`src/rtu_pkg.sv`:
```
`timescale 1ns / 1ps
package rtu_pkg;
   localparam logic [3:0] OP_LINE_BYTE = 4'd0;
   localparam logic [3:0] OP_T35       = 4'd1;
   localparam logic [3:0] OP_TX_EMPTY  = 4'd2;
   localparam logic [3:0] OP_LOAD      = 4'd3;
   localparam logic [3:0] OP_SEND      = 4'd4;
   localparam logic [3:0] OP_CHECK     = 4'd5;
   localparam logic [3:0] OP_READ      = 4'd6;
   localparam logic [3:0] OP_START     = 4'd7;
   localparam logic [3:0] OP_STOP      = 4'd8;

   localparam logic [2:0] EV_NONE      = 3'd0;
   localparam logic [2:0] EV_LINK_UP   = 3'd1;
   localparam logic [2:0] EV_FRAME_RX  = 3'd2;
   localparam logic [2:0] EV_FRAME_TX  = 3'd3;
   localparam logic [2:0] EV_TIMEOUT   = 3'd4;

   localparam logic [2:0] TM_NONE    = 3'd0;
   localparam logic [2:0] TM_T35     = 3'd1;
   localparam logic [2:0] TM_STOP    = 3'd2;
   localparam logic [2:0] TM_CONVERT = 3'd3;
   localparam logic [2:0] TM_RESPOND = 3'd4;

   localparam logic [1:0] RX_INIT  = 2'd0;
   localparam logic [1:0] RX_IDLE  = 2'd1;
   localparam logic [1:0] RX_RCV   = 2'd2;
   localparam logic [1:0] RX_ERROR = 2'd3;
   localparam logic [1:0] TX_IDLE  = 2'd0;
   localparam logic [1:0] TX_XMIT  = 2'd1;
   localparam logic [1:0] TX_WAIT  = 2'd2;

   localparam logic [15:0] CRC_POLY = 16'hA001;
   localparam logic [15:0] CRC_INIT = 16'hFFFF;

   typedef struct packed {
      logic       status;
      logic [2:0] event_res;
      logic       execute_event;
      logic [2:0] timer_action;
      logic       port_update;
      logic       rx_enable;
      logic       tx_enable;
      logic       tx_valid;
      logic [7:0] tx_byte;
      logic [7:0] frame_address;
      logic [7:0] frame_length;
      logic [7:0] read_value;
   } result_type;

   // controller to datapath
   typedef struct packed {
      logic start;      // latch item fields
      logic crc_clear;
      logic crc_step;   // fold one buffer byte
      logic mem_rd;     // issue buffer read at crc position
      logic finish;     // apply item effect, build result
   } cmd_type;

   // datapath to controller
   typedef struct packed {
      logic need_crc;   // item needs a crc walk
      logic crc_last;   // last byte is being folded
   } stat_type;

   function automatic logic [15:0] crc_byte(logic [15:0] c, logic [7:0] d);
      logic [15:0] x;
      x = c ^ {8'h00, d};
      for (int b = 0; b < 8; b++) begin
         x = x[0] ? ((x >> 1) ^ CRC_POLY) : (x >> 1);
      end
      return x;
   endfunction
endpackage

```
`src/rtu_serial_frame_engine_top.sv`:
```
`timescale 1ns / 1ps
// an accepted item goes through decode and finish, then its result is held until taken
// check (with at least MIN_FRAME bytes) and an accepted send walk the crc one buffer byte
// a cycle over n bytes, n = received frame bytes for check, pdu length + 1 for send
// one item at a time; the next is taken the cycle after the result is taken,
// so an item passes the idle, decode, finish and result states, prime and crc with a walk
// synchronous active-high reset: receiver init, transmitter idle, counters zero,
// frame buffer contents are undefined after reset
module rtu_serial_frame_engine_top
   import rtu_pkg::*;
#(
   parameter int BUFFER_BYTES = 256,
   parameter int MIN_FRAME = 4
) (
   input  logic       clock,
   input  logic       reset,
   input  logic       csr_valid,
   output logic       csr_ready,
   input  logic       csr_data,
   input  logic       req_valid,
   output logic       req_ready,
   input  logic [3:0] req_operation,
   input  logic [7:0] req_data_byte,
   input  logic [7:0] req_buffer_index,
   input  logic [7:0] req_slave_address,
   input  logic [7:0] req_pdu_length,
   output logic       rsp_valid,
   input  logic       rsp_ready,
   output logic       rsp_status,
   output logic [2:0] rsp_event_res,
   output logic       rsp_execute_event,
   output logic [2:0] rsp_timer_action,
   output logic       rsp_port_update,
   output logic       rsp_rx_enable,
   output logic       rsp_tx_enable,
   output logic       rsp_tx_valid,
   output logic [7:0] rsp_tx_byte,
   output logic [7:0] rsp_frame_address,
   output logic [7:0] rsp_frame_length,
   output logic [7:0] rsp_read_value
);
   // master mode register, written only while idle
   logic master_ff;
   assign csr_ready = req_ready;
   always_ff @(posedge clock) begin
      if (reset) master_ff <= 1'b0;
      else if (csr_valid && csr_ready) master_ff <= csr_data;
   end

   cmd_type    cmd;
   stat_type   stat;
   result_type res;

   // sequencer: accept, optional crc walk, finish, hold result
   rtu_ctrl u_ctrl (
      .clock, .reset, .req_valid, .req_ready, .rsp_valid, .rsp_ready,
      .stat, .cmd
   );

   // buffer, crc unit and framer state
   rtu_dp #(.BUFFER_BYTES(BUFFER_BYTES), .MIN_FRAME(MIN_FRAME)) u_dp (
      .clock, .reset, .master_mode(master_ff),
      .req_operation, .req_data_byte, .req_buffer_index,
      .req_slave_address, .req_pdu_length,
      .cmd, .stat, .result(res)
   );

   assign rsp_status        = res.status;
   assign rsp_event_res     = res.event_res;
   assign rsp_execute_event = res.execute_event;
   assign rsp_timer_action  = res.timer_action;
   assign rsp_port_update   = res.port_update;
   assign rsp_rx_enable     = res.rx_enable;
   assign rsp_tx_enable     = res.tx_enable;
   assign rsp_tx_valid      = res.tx_valid;
   assign rsp_tx_byte       = res.tx_byte;
   assign rsp_frame_address = res.frame_address;
   assign rsp_frame_length  = res.frame_length;
   assign rsp_read_value    = res.read_value;

   // no new item while a result waits
   a_no_overlap: assert property (@(posedge clock) disable iff (reset)
      rsp_valid |-> !req_ready) else $error("item accepted with result pending");

   // a result only carries a tx byte when tx_valid
   a_tx_byte: assert property (@(posedge clock) disable iff (reset)
      (rsp_valid && !rsp_tx_valid) |-> rsp_tx_byte == 8'd0)
      else $error("tx byte without tx valid");

   // port enables only with a port update
   a_port: assert property (@(posedge clock) disable iff (reset)
      (rsp_valid && !rsp_port_update) |-> (!rsp_rx_enable && !rsp_tx_enable))
      else $error("enable without port update");
endmodule

```
`src/rtu_ctrl.sv`:
```
`timescale 1ns / 1ps
module rtu_ctrl
   import rtu_pkg::*;
(
   input  logic     clock,
   input  logic     reset,
   input  logic     req_valid,
   output logic     req_ready,
   output logic     rsp_valid,
   input  logic     rsp_ready,
   input  stat_type stat,
   output cmd_type  cmd
);
   typedef enum logic [5:0] {
      S_IDLE  = 6'b000001,
      S_DECODE= 6'b000010,
      S_PRIME = 6'b000100,
      S_CRC   = 6'b001000,
      S_FIN   = 6'b010000,
      S_RESP  = 6'b100000
   } state_type;

   state_type state_ff, state_in;

   always_comb begin
      state_in = state_ff;
      cmd = '0;
      req_ready = 1'b0;
      rsp_valid = 1'b0;
      unique case (state_ff)
         S_IDLE: begin
            req_ready = 1'b1;
            if (req_valid) begin
               cmd.start = 1'b1;
               state_in = S_DECODE;
            end
         end
         S_DECODE: begin
            cmd.crc_clear = 1'b1;
            cmd.mem_rd = 1'b1;
            state_in = stat.need_crc ? S_PRIME : S_FIN;
         end
         S_PRIME: begin
            cmd.mem_rd = 1'b1;
            state_in = S_CRC;
         end
         S_CRC: begin
            cmd.crc_step = 1'b1;
            cmd.mem_rd = 1'b1;
            if (stat.crc_last) state_in = S_FIN;
         end
         S_FIN: begin
            cmd.finish = 1'b1;
            state_in = S_RESP;
         end
         S_RESP: begin
            rsp_valid = 1'b1;
            if (rsp_ready) state_in = S_IDLE;
         end
         default: state_in = S_IDLE;
      endcase
   end

   always_ff @(posedge clock) begin
      if (reset) state_ff <= S_IDLE;
      else state_ff <= state_in;
   end
endmodule

```
`src/rtu_dp.sv`:
```
`timescale 1ns / 1ps
module rtu_dp
   import rtu_pkg::*;
#(
   parameter int BUFFER_BYTES = 256,
   parameter int MIN_FRAME = 4
) (
   input  logic       clock,
   input  logic       reset,
   input  logic       master_mode,
   input  logic [3:0] req_operation,
   input  logic [7:0] req_data_byte,
   input  logic [7:0] req_buffer_index,
   input  logic [7:0] req_slave_address,
   input  logic [7:0] req_pdu_length,
   input  cmd_type    cmd,
   output stat_type   stat,
   output result_type result
);
   localparam int AW = $clog2(BUFFER_BYTES);
   localparam int CW = $clog2(BUFFER_BYTES + 1);

   logic [7:0] mem [BUFFER_BYTES];
   logic [7:0] rdata_ff;

   logic [3:0] op_ff;
   logic [7:0] dbyte_ff, addr_ff, plen_ff;
   logic [8:0] pos_ff;
   logic [1:0] rx_state_ff, tx_state_ff;
   logic [CW-1:0] rx_count_ff;
   logic [AW-1:0] tx_pos_ff;
   logic [10:0] tx_rem_ff;
   logic bcast_ff, delay_ff;
   logic [15:0] crc_ff;
   logic [10:0] rd_cnt_ff, fold_cnt_ff, crc_len_ff;
   result_type res_ff;
   logic [7:0] rdata0_ff;

   result_type    result_in;
   logic [1:0]    rx_state_in, tx_state_in;
   logic [CW-1:0] rx_count_in;
   logic [AW-1:0] tx_pos_in;
   logic [10:0]   tx_rem_in;
   logic          bcast_in, delay_in;

   logic [10:0] crc_len;
   logic [10:0] send_total;
   logic        send_ok, check_len_ok, pos_ok;
   assign send_total = {3'b000, plen_ff} + 11'd3;
   assign send_ok = (rx_state_ff == RX_IDLE) && (send_total <= 11'(BUFFER_BYTES));
   assign check_len_ok = (rx_count_ff >= CW'(MIN_FRAME));
   assign pos_ok = ({2'b00, pos_ff} < 11'(BUFFER_BYTES));
   assign crc_len = (op_ff == OP_SEND) ? ({3'b000, plen_ff} + 11'd1) : 11'(rx_count_ff);

   assign stat.need_crc = ((op_ff == OP_SEND) && send_ok) ||
                          ((op_ff == OP_CHECK) && check_len_ok);
   assign stat.crc_last = (fold_cnt_ff + 11'd1 >= crc_len_ff);

   // read address: crc walk, tx byte, or read op
   logic [AW-1:0] raddr;
   always_comb begin
      if (cmd.mem_rd && (stat.need_crc || cmd.crc_step)) raddr = AW'(rd_cnt_ff);
      else if (op_ff == OP_TX_EMPTY) raddr = tx_pos_ff;
      else raddr = AW'(pos_ff);
   end

   // the send address byte stands in for entry 0 during the walk
   logic [7:0] fold_byte;
   assign fold_byte = (op_ff == OP_SEND && fold_cnt_ff == 11'd0) ? addr_ff : rdata_ff;

   logic [15:0] crc_next;
   assign crc_next = crc_byte(crc_ff, fold_byte);

   // write port
   logic          we;
   logic [AW-1:0] waddr;
   logic [7:0]    wdata;
   logic [1:0]    crc_wr_ff;
   logic [AW-1:0] crc_wa_ff;
   always_comb begin
      we = 1'b0; waddr = '0; wdata = '0;
      if (crc_wr_ff != 2'd0) begin
         we = 1'b1;
         waddr = crc_wa_ff;
         wdata = (crc_wr_ff == 2'd2) ? crc_ff[7:0] : crc_ff[15:8];
      end else if (cmd.finish) begin
         unique case (op_ff)
            OP_LINE_BYTE: begin
               if (rx_state_ff == RX_IDLE) begin
                  we = 1'b1; waddr = '0; wdata = dbyte_ff;
               end else if (rx_state_ff == RX_RCV && rx_count_ff < CW'(BUFFER_BYTES)) begin
                  we = 1'b1; waddr = AW'(rx_count_ff); wdata = dbyte_ff;
               end
            end
            OP_LOAD: begin
               we = pos_ok; waddr = AW'(pos_ff); wdata = dbyte_ff;
            end
            OP_SEND: begin
               we = send_ok; waddr = '0; wdata = addr_ff;
            end
            default: ;
         endcase
      end
   end

   always_ff @(posedge clock) begin
      if (we) mem[waddr] <= wdata;
      rdata_ff <= mem[raddr];
   end

   // the prime cycle reads entry 0, each fold cycle reads one entry ahead
   always_ff @(posedge clock) begin
      if (cmd.start) begin
         op_ff <= req_operation;
         dbyte_ff <= req_data_byte;
         pos_ff <= {1'b0, req_buffer_index} + 9'd1;
         addr_ff <= req_slave_address;
         plen_ff <= req_pdu_length;
      end
      if (cmd.crc_clear) begin
         crc_ff <= CRC_INIT;
         rd_cnt_ff <= '0;
         fold_cnt_ff <= '0;
         crc_len_ff <= crc_len;
      end else if (cmd.crc_step) begin
         crc_ff <= crc_next;
         fold_cnt_ff <= fold_cnt_ff + 11'd1;
         rd_cnt_ff <= rd_cnt_ff + 11'd1;
      end else if (cmd.mem_rd) begin
         rd_cnt_ff <= rd_cnt_ff + 11'd1;
      end
      if (cmd.finish) res_ff <= result_in;
   end

   assign result = res_ff;

   // crc bytes go back into the buffer after the send step
   always_ff @(posedge clock) begin
      if (reset) crc_wr_ff <= 2'd0;
      else if (cmd.finish && op_ff == OP_SEND && send_ok) crc_wr_ff <= 2'd2;
      else if (crc_wr_ff == 2'd2) crc_wr_ff <= 2'd1;
      else crc_wr_ff <= 2'd0;
      if (cmd.finish) crc_wa_ff <= AW'(plen_ff) + AW'(1);
      else if (crc_wr_ff == 2'd2) crc_wa_ff <= crc_wa_ff + AW'(1);
   end

   always_comb begin
      result_in = '0;
      rx_state_in = rx_state_ff; tx_state_in = tx_state_ff;
      rx_count_in = rx_count_ff; tx_pos_in = tx_pos_ff;
      tx_rem_in = tx_rem_ff; bcast_in = bcast_ff; delay_in = delay_ff;
      case (op_ff)
         OP_LINE_BYTE: begin
            if (rx_state_ff == RX_IDLE) begin
               if (master_mode) tx_state_in = TX_IDLE;
               rx_count_in = CW'(1);
               rx_state_in = RX_RCV;
            end else if (rx_state_ff == RX_RCV) begin
               if (rx_count_ff < CW'(BUFFER_BYTES)) rx_count_in = rx_count_ff + CW'(1);
               else rx_state_in = RX_ERROR;
            end
            result_in.timer_action = TM_T35;
            delay_in = 1'b0;
         end
         OP_T35: begin
            if (rx_state_ff == RX_INIT) result_in.event_res = EV_LINK_UP;
            else if (rx_state_ff == RX_RCV) result_in.event_res = EV_FRAME_RX;
            result_in.timer_action = TM_STOP;
            rx_state_in = RX_IDLE;
            if (master_mode) begin
               if (tx_state_ff == TX_WAIT && !bcast_ff) result_in.event_res = EV_TIMEOUT;
               tx_state_in = TX_IDLE;
               result_in.execute_event = delay_ff;
            end
         end
         OP_TX_EMPTY: begin
            if (tx_state_ff == TX_IDLE) begin
               result_in.port_update = 1'b1; result_in.rx_enable = 1'b1;
            end else if (tx_state_ff == TX_XMIT) begin
               if (tx_rem_ff != 11'd0) begin
                  result_in.tx_valid = 1'b1;
                  result_in.tx_byte = rdata_ff;
                  tx_pos_in = tx_pos_ff + AW'(1);
                  tx_rem_in = tx_rem_ff - 11'd1;
               end else if (master_mode) begin
                  result_in.port_update = 1'b1; result_in.rx_enable = 1'b1;
                  tx_state_in = TX_WAIT;
                  result_in.timer_action = bcast_ff ? TM_CONVERT : TM_RESPOND;
                  delay_in = bcast_ff;
               end else begin
                  result_in.event_res = EV_FRAME_TX;
                  result_in.port_update = 1'b1; result_in.rx_enable = 1'b1;
                  tx_state_in = TX_IDLE;
               end
            end
         end
         OP_SEND: begin
            if (!send_ok) result_in.status = 1'b1;
            else begin
               bcast_in = (addr_ff == 8'd0);
               tx_pos_in = '0;
               tx_rem_in = send_total;
               tx_state_in = TX_XMIT;
               result_in.port_update = 1'b1; result_in.tx_enable = 1'b1;
            end
         end
         OP_CHECK: begin
            if (check_len_ok && crc_ff == 16'd0) begin
               result_in.frame_address = rdata0_ff;
               result_in.frame_length = 8'(rx_count_ff - CW'(3));
            end else result_in.status = 1'b1;
         end
         OP_READ: if (pos_ok) result_in.read_value = rdata_ff;
         OP_START: begin
            rx_state_in = RX_INIT;
            result_in.port_update = 1'b1; result_in.rx_enable = 1'b1;
            result_in.timer_action = TM_T35;
            delay_in = 1'b0;
         end
         OP_STOP: begin
            result_in.port_update = 1'b1;
            result_in.timer_action = TM_STOP;
         end
         default: ;
      endcase
   end

   // first byte of the walk is the frame address
   always_ff @(posedge clock) begin
      if (cmd.crc_step && fold_cnt_ff == 11'd0) rdata0_ff <= rdata_ff;
   end

   always_ff @(posedge clock) begin
      if (reset) begin
         rx_state_ff <= RX_INIT; tx_state_ff <= TX_IDLE;
         rx_count_ff <= '0; tx_pos_ff <= '0; tx_rem_ff <= '0;
         bcast_ff <= 1'b0; delay_ff <= 1'b0;
      end else if (cmd.finish) begin
         rx_state_ff <= rx_state_in; tx_state_ff <= tx_state_in;
         rx_count_ff <= rx_count_in; tx_pos_ff <= tx_pos_in; tx_rem_ff <= tx_rem_in;
         bcast_ff <= bcast_in; delay_ff <= delay_in;
      end
   end
endmodule

```
`config.mk`:
```
export PLATFORM = sky130hd
export DESIGN_NAME = rtu_serial_frame_engine_top
export DESIGN_NICKNAME = d
export VERILOG_FILES = /design/src/rtu_pkg.sv /design/src/rtu_serial_frame_engine_top.sv /design/src/rtu_ctrl.sv /design/src/rtu_dp.sv
export SDC_FILE = /design/constraint.sdc
export NUM_CORES = 2
export LEC_CHECK = 0
export BUFFER_PORTS_ARGS = -buffer_cell sky130_fd_sc_hd__buf_2
export CORE_ASPECT_RATIO = 0.8
export CORE_UTILIZATION = 40
export CTS_CLUSTER_DIAMETER = 80
export DETAILED_ROUTE_END_ITERATION = 6
export GPL_TIMING_DRIVEN = 0
export SETUP_SLACK_MARGIN = 0.15
export SYNTH_ARGS = -nofsm -noshare
export SYNTH_HDL_FRONTEND = slang
export SYNTH_SLANG_ARGS = --single-unit
```
`constraint.sdc`:
```
create_clock -name clock -period 16.17 [get_ports clock]
set_clock_uncertainty 0.05 [all_clocks]
set_input_delay 4.0425 -clock clock [delete_from_list [all_inputs] [get_ports clock]]
set_output_delay 4.0425 -clock clock [all_outputs]
set_load 0.005 [all_outputs]
```
Word level (Yosys, flattened, before mapping) --
Memories as Yosys holds them, arrays and structs flattened. A register that Yosys moved wholly into a read port is not among the register bits. Cells that the tools add are included.
Word-level totals: word-level logic and storage cells 245, register bits 189, bits in writable memories 2048, bits of input ports 42, memories 1, output and inout bits 47
Cells by class: muxes and demuxes 102, magnitude comparators 5, equal/unequal tests 31, add/subtract/negate cells 11, bitwise gates (word level) 12, reductions and logical operators 48
Memory list:
- u_dp.mem | depth 256, bits a word 8, read ports 1, clocked after memory_dff 1, write ports 1, line rtu_dp.sv:23 | logic [7:0] mem [BUFFER_BYTES];
Operators with widths (count):
- two-way mux 8 bit | 18
- two-way mux 16 bit | 8
- two-way mux 11 bit | 6
- two-way mux 9 bit | 5
- one-hot mux 6 bit (6 select lines) | 1
- one-hot mux 8 bit (2 select lines) | 2
- two-way mux 2 bit | 14
- adder 8 x 1 -> 8 bit, second input constant | 3
- two-way mux 3 bit | 8
- NOT 2 -> 3 bit | 8
- one-hot mux 8 bit (3 select lines) | 1
- adder 11 x 1 -> 11 bit, second input constant | 2
- two-way mux 1 bit | 22
- one-hot mux 11 bit (2 select lines) | 1
- adder 8 x 1 -> 9 bit, second input constant | 2
- < comparator 9 bit, second input constant | 2
- two-way mux 6 bit | 3
- equality test 4 x 3 -> 1 bit, second input constant | 4
- zero test 16 bit | 1
- inequality test 2 bit, second input constant | 8
- XOR 16 x 8 -> 16 bit | 1
- two-way mux 5 bit | 3
- nonzero test 2 bit | 7
- logical AND 1 bit | 12
- 46 further kinds | 67

Logic depth before layout (Yosys ltp) --
word-level depth 20, mapped depth 20, mapped depth without buffers 14

Hierarchy --
A second synthesis with hierarchy kept.
Unflattened totals: cells, all modules 6718, area, all modules 90499.3 µm²
Modules (own cells, without submodules):
- rtu_dp | area an instance 90007.6 µm², seq. area each 66263.6 µm², times used 1, cells an instance 6659
- rtu_ctrl | area an instance 440.4 µm², seq. area each 120.1 µm², times used 1, cells an instance 54
- rtu_serial_frame_engine_top | area an instance 51.3 µm², seq. area each 20.0 µm², times used 1, cells an instance 5

Worst setup path after synthesis --
OpenSTA, ideal clock, no wires.
kind reg-to-reg, start register u_ctrl.state_ff[2], end memory u_dp.mem[0][0], data pin, library setup time 2.187 ns, arrival time 12.629 ns, cell stages (with the launch flop) 11, path buffers 2, slack 1.304 ns, cell sequence dfxtp_1 > clkbuf_1 > nor3_1 > nand3_1 > inv_1 > o21ai_0 > or2_2 > clkbuf_1 > nor2_1 > a21oi_1 > o21ai_0
On the way: longest elaborated chain between the ends 4
Ends and longest elaborated chain:
- start, declared | line rtu_ctrl.sv:23 | state_type state_ff, state_in;
- start signal, assigned | line rtu_ctrl.sv:66 | else state_ff <= state_in;
- equality test 6 x 5 -> 1 bit | line rtu_ctrl.sv:30 | unique case (state_ff)
- two-way mux 1 bit | line rtu_ctrl.sv:30
- two-way mux 8 bit | line rtu_dp.sv:86 | end else if (cmd.finish) begin
- two-way mux 8 bit | line rtu_dp.sv:82 | if (crc_wr_ff != 2'd0) begin
- net u_dp.wdata[0] | line rtu_dp.sv:77 | logic [7:0] wdata;
- end, declared | line rtu_dp.sv:23
The timed path passes the listed nets, and every way through them passes these cells.

Final worst setup path --
start register u_dp.plen_ff[0], end register u_dp.rdata_ff[2], read port of u_dp.mem
On the way: longest elaborated chain between the ends 8
Ends and longest elaborated chain:
- start, declared | line rtu_dp.sv:27 | logic [7:0] dbyte_ff, addr_ff, plen_ff;
- start signal, assigned | line rtu_dp.sv:118 | plen_ff <= req_pdu_length;
- adder 8 x 2 -> 9 bit | line rtu_dp.sv:49 | assign send_total = {3'b000, plen_ff} + 11'd3;
- less-or-equal comparator 11 x 9 -> 1 bit | line rtu_dp.sv:50 | assign send_ok = (rx_state_ff == RX_IDLE) && (send_total <= 11'(BUFFER_BYTES));
- logical AND 1 bit | line rtu_dp.sv:50
- logical AND 1 bit | line rtu_dp.sv:55 | assign stat.need_crc = ((op_ff == OP_SEND) && send_ok) ||
- logical OR 1 bit | line rtu_dp.sv:55
- logical OR 1 bit | line rtu_dp.sv:62 | if (cmd.mem_rd && (stat.need_crc || cmd.crc_step)) raddr = AW'(rd_cnt_ff);
- logical AND 1 bit | line rtu_dp.sv:62
- two-way mux 8 bit | line rtu_dp.sv:62
- end, declared | line rtu_dp.sv:24 | logic [7:0] rdata_ff;
No other way between the ends. A chain may end at the register's enable or synchronous reset.

==> metrics <==
status=finished with violations; violated checks=design-rule violations, max-capacitance violations, max-slew violations; Setup Fix Bufs, Post-CTS=0; root buf cell=clkbuf_16; Leakage=32.8 nW; Period minus WS final=8.90 ns; R2R setup slack=7.27 ns; Setup CP Type=flip-flop to flip-flop; crit path cell chain=buf_2 -> or4_1 -> a21oi_1 -> o31ai_1 -> o21ai_1 -> a22oi_1 -> o211ai_1 -> buf_4 -> buf_2 -> buf_1 -> o22ai_1 -> nor4_1 -> o21ai_0 -> a311oi_1 -> nor4_2; initial DRC count=11479; clock slew at reported path FFs=0.07 ns; CTS sink cnt=2240; Hold WC Path Type=flip-flop to flip-flop; syn nets=6590; CP endpoint kind=flip-flop; Unique masters post-synth=71; Core Box Area=223000 um^2; Async S/R FF share, synth=0%; Synth area leader=edfxtp_1; CTS resizes=0; max-cap violations=20; pre-CTS setup slack=7.51 ns; TritonCTS buffer count=217; unrepaired setup endpoints after global routing=no; RePlAce Congestion=1.03; Reg-to-Reg End=u_dp.rdata_ff[2]; final setup violation count=0; CP Launch Type=flip-flop; nets=6978; vias=62695; largest net degree at the start of global routing=41; hold_buf cts=0; top cells by area, synth=edfxtp_1 (72%), nand2_1 (5.6%), mux2i_1 (4.0%); CTS tree=yes; Reg2Reg Depth=15; Fin. Hold Viols=0; initial core utilization=40.3%; row count=155; post-route worst setup slack=7.27 ns; Yosys reg bits=2240; clk_lat worst skew=0.91 ns; crit path from=u_dp.plen_ff[0]; slowest cell on the critical path=a311oi_1; warnings from Yosys=0; grt total ovfl=0; Worst Max-Slew Pin Slew=1.67 ns; Post-route DRC=42; Worst Hold Path EP=u_dp.tx_rem_ff[5]; share of Yosys cell area claimed by the top area cell type=72.0%; most common cell in the synthesized netlist=edfxtp_1; vias per inst=6.21; maximum clock frequency=112 MHz; initial antenna violation count=42; Clk network pwr share=37.6%; Primary FF master, synth=edfxtp_1; synthesized area per cell=13.8 um^2; placed cells=9675; fin. max-slew vios=158; Final Power=13.6 mW; Crit path largest cell delay=1.28 ns; worst path arrival time=9.48 ns; port buffer count=88; Max-slew headroom=-11.5%; Comb pwr share=15.7%; share of power burned in registers=46.8%; Worst path most repeated cell=buf_2; Die Wd=532 um; synthesized cell area=89900 um^2; H-tree Lvls=4; CTS max path bufs=4; NetSw=3.96 mW; Hold Crit Start=u_dp.tx_rem_ff[5]; P_int=9.68 mW; layout cells sized above 1=11.0%; Synth Instances=6523; drt total wl=360 mm; GRT Overall Usage=31.2%; Die Height=426 um; critical-path maximum fanout=10; setup_tns=0 ns; period utilization=55.1%; WL/cell=35.7 um; switching share of total power=29.0%; r2r startpoint=u_dp.plen_ff[0]; Hold Crit Depth=2; Finished Layout Cells=10096; sequential element share of the synthesized area=73.9%; die area=227000 um^2; top post-synthesis cells by count=edfxtp_1 (2154), nand2_1 (1352), nand3_1 (438), nor2_1 (372), a21oi_1 (368); IO Count=89; First-pass DRT Iterations=7; Max VDD drop=0.0975 mV; first-pass GRT wire length=478 mm; Pwr Density=133 nW/um^2; vias in the first global route=56380; Post-synth EDFFs=2154; Routed Antenna Nets=0; Detailed Place HPWL=262 mm; P&R area growth vs syn=14.5%; Req. time, crit path=16.74 ns
[power groups by stage]
stage                     Combinational [mW]  Clock (mW)  Sequential, mW
after floorplan                        0.996           0            6.47
after global placement                  1.96           0            6.51
after detailed placement                1.99           0            6.51
after CTS                               2.00        5.10            6.38
after global routing                    2.13        5.31            6.38
final                                   2.14        5.12            6.38
[sequential cells by signal (all words and copies together) (netlist names), 4 cells and up]
signal            cells
u_ctrl.state_ff       6
u_dp.rdata0_ff        8
u_dp.crc_len_ff       9
u_dp.tx_pos_ff        8
u_dp.plen_ff          8
u_dp.rx_count_ff      9
u_dp.op_ff            4
u_dp.rdata_ff         8
u_dp.rd_cnt_ff        8
u_dp.crc_wa_ff        8
u_dp.fold_cnt_ff     11
u_dp.pos_ff           9
u_dp.crc_ff          16
u_dp.addr_ff          8
u_dp.tx_rem_ff       11
u_dp.result          44
u_dp.dbyte_ff         8
u_dp.mem           2048
[layout make-up]
class | count | area [um^2]
well taps | 2983 | 3730
plain buffers | 405 | 1970
clock buffers | 274 | 5720
diodes | 25 | 62.6
fillers | 19700 | 120000
repair buffers | 169 | 2110
clock inverters | 122 | 1170
inverters | 32 | 120
multi-input cells | 3846 | 21600
flip-flops and latches | 2240 | 66400
[critical path, delay by kind of cell, from the launching register on]
| kind | cells | cell delay, ns |
|---|---|---|
| AOI/OAI and AO/OA | 8 | 4.18 |
| buffers and inverters | 4 | 1.97 |
| DFF | 1 | 0.46 |
| and+or+nand+nor | 3 | 1.95 |
[cell usage in the layout, fill, tap and decap left out, drive strengths merged, types with 11 or more instances in the layout]
| master | instances |
|---|---|
| xor2 | 38 |
| bufinv | 22 |
| diode | 25 |
| clkbuf | 450 |
| or4 | 14 |
| mux2i | 360 |
| clkinv | 85 |
| nand4 | 26 |
| buf | 398 |
| o22ai | 167 |
| ha | 25 |
| inv | 39 |
| edfxtp | 2154 |
| a311oi | 38 |
| mux4 | 42 |
| or3 | 12 |
| nor2b | 12 |
| o21ai | 91 |
| and3 | 58 |
| a211oi | 16 |
| nand3 | 438 |
| nor2 | 373 |
| nand2b | 11 |
| a22oi | 23 |
| nor3 | 23 |
| dfxtp | 86 |
| a31oi | 71 |
| xnor2 | 44 |
| and2 | 24 |
| nor4 | 120 |
| nand2 | 1353 |
| o221ai | 12 |
| a21oi | 368 |
[how the worst max path moves through the flow]
| stage | endpoint | slack (ns) | cells after the start |
|---|---|---|---|
| floorplan | u_dp.mem[0][0] | 1.30 | 10 |
| global placement | u_dp.mem[196][1] | -17.43 | 10 |
| detailed placement | u_dp.rdata_ff[1] | 7.51 | 16 |
| CTS | u_dp.rdata_ff[1] | 7.51 | 16 |
| global route | u_dp.rdata_ff[6] | 7.45 | 17 |
| finish | u_dp.rdata_ff[2] | 7.27 | 15 |
[through the flow]
stage	util, %	instance area [um^2]	hold slack [ns]
6_report	46.1	103000	0.447
5_1_grt	46.1	103000	0.469
3_3_place_gp	42.1	94000	0.420
2_1_floorplan	-	89900	0.385
4_1_cts	46.0	103000	0.437
3_5_place_dp	43.0	95900	0.428
[logic make-up (layout without fill, tap and decap cells)]
kind of cell,Yosys count,after routing,share of synthesized area [%]
AND/OR/NAND/NOR,2487,2487,11.9
flip-flops,2240,2240,73.9
AO/OA/AOI/OAI,847,847,5.64
buffers and inverters,437,1002,2.30
multiplexers,405,405,5.10
XOR/XNOR,82,82,0.799
adder cells (fa/ha/maj),25,25,0.348
other,0,25,0
[routing by layer]
layer | global-route usage [%] | part of all wire, % | wire (um)
met1 | 43.1 | 39 | 140000
met2 | 41.7 | 39 | 142000
met3 | 14.0 | 17 | 59800
met4 | 13.8 | 4.9 | 17600
met5 | 0 | 0.089 | 320
(Power assumes the default switching activity.)
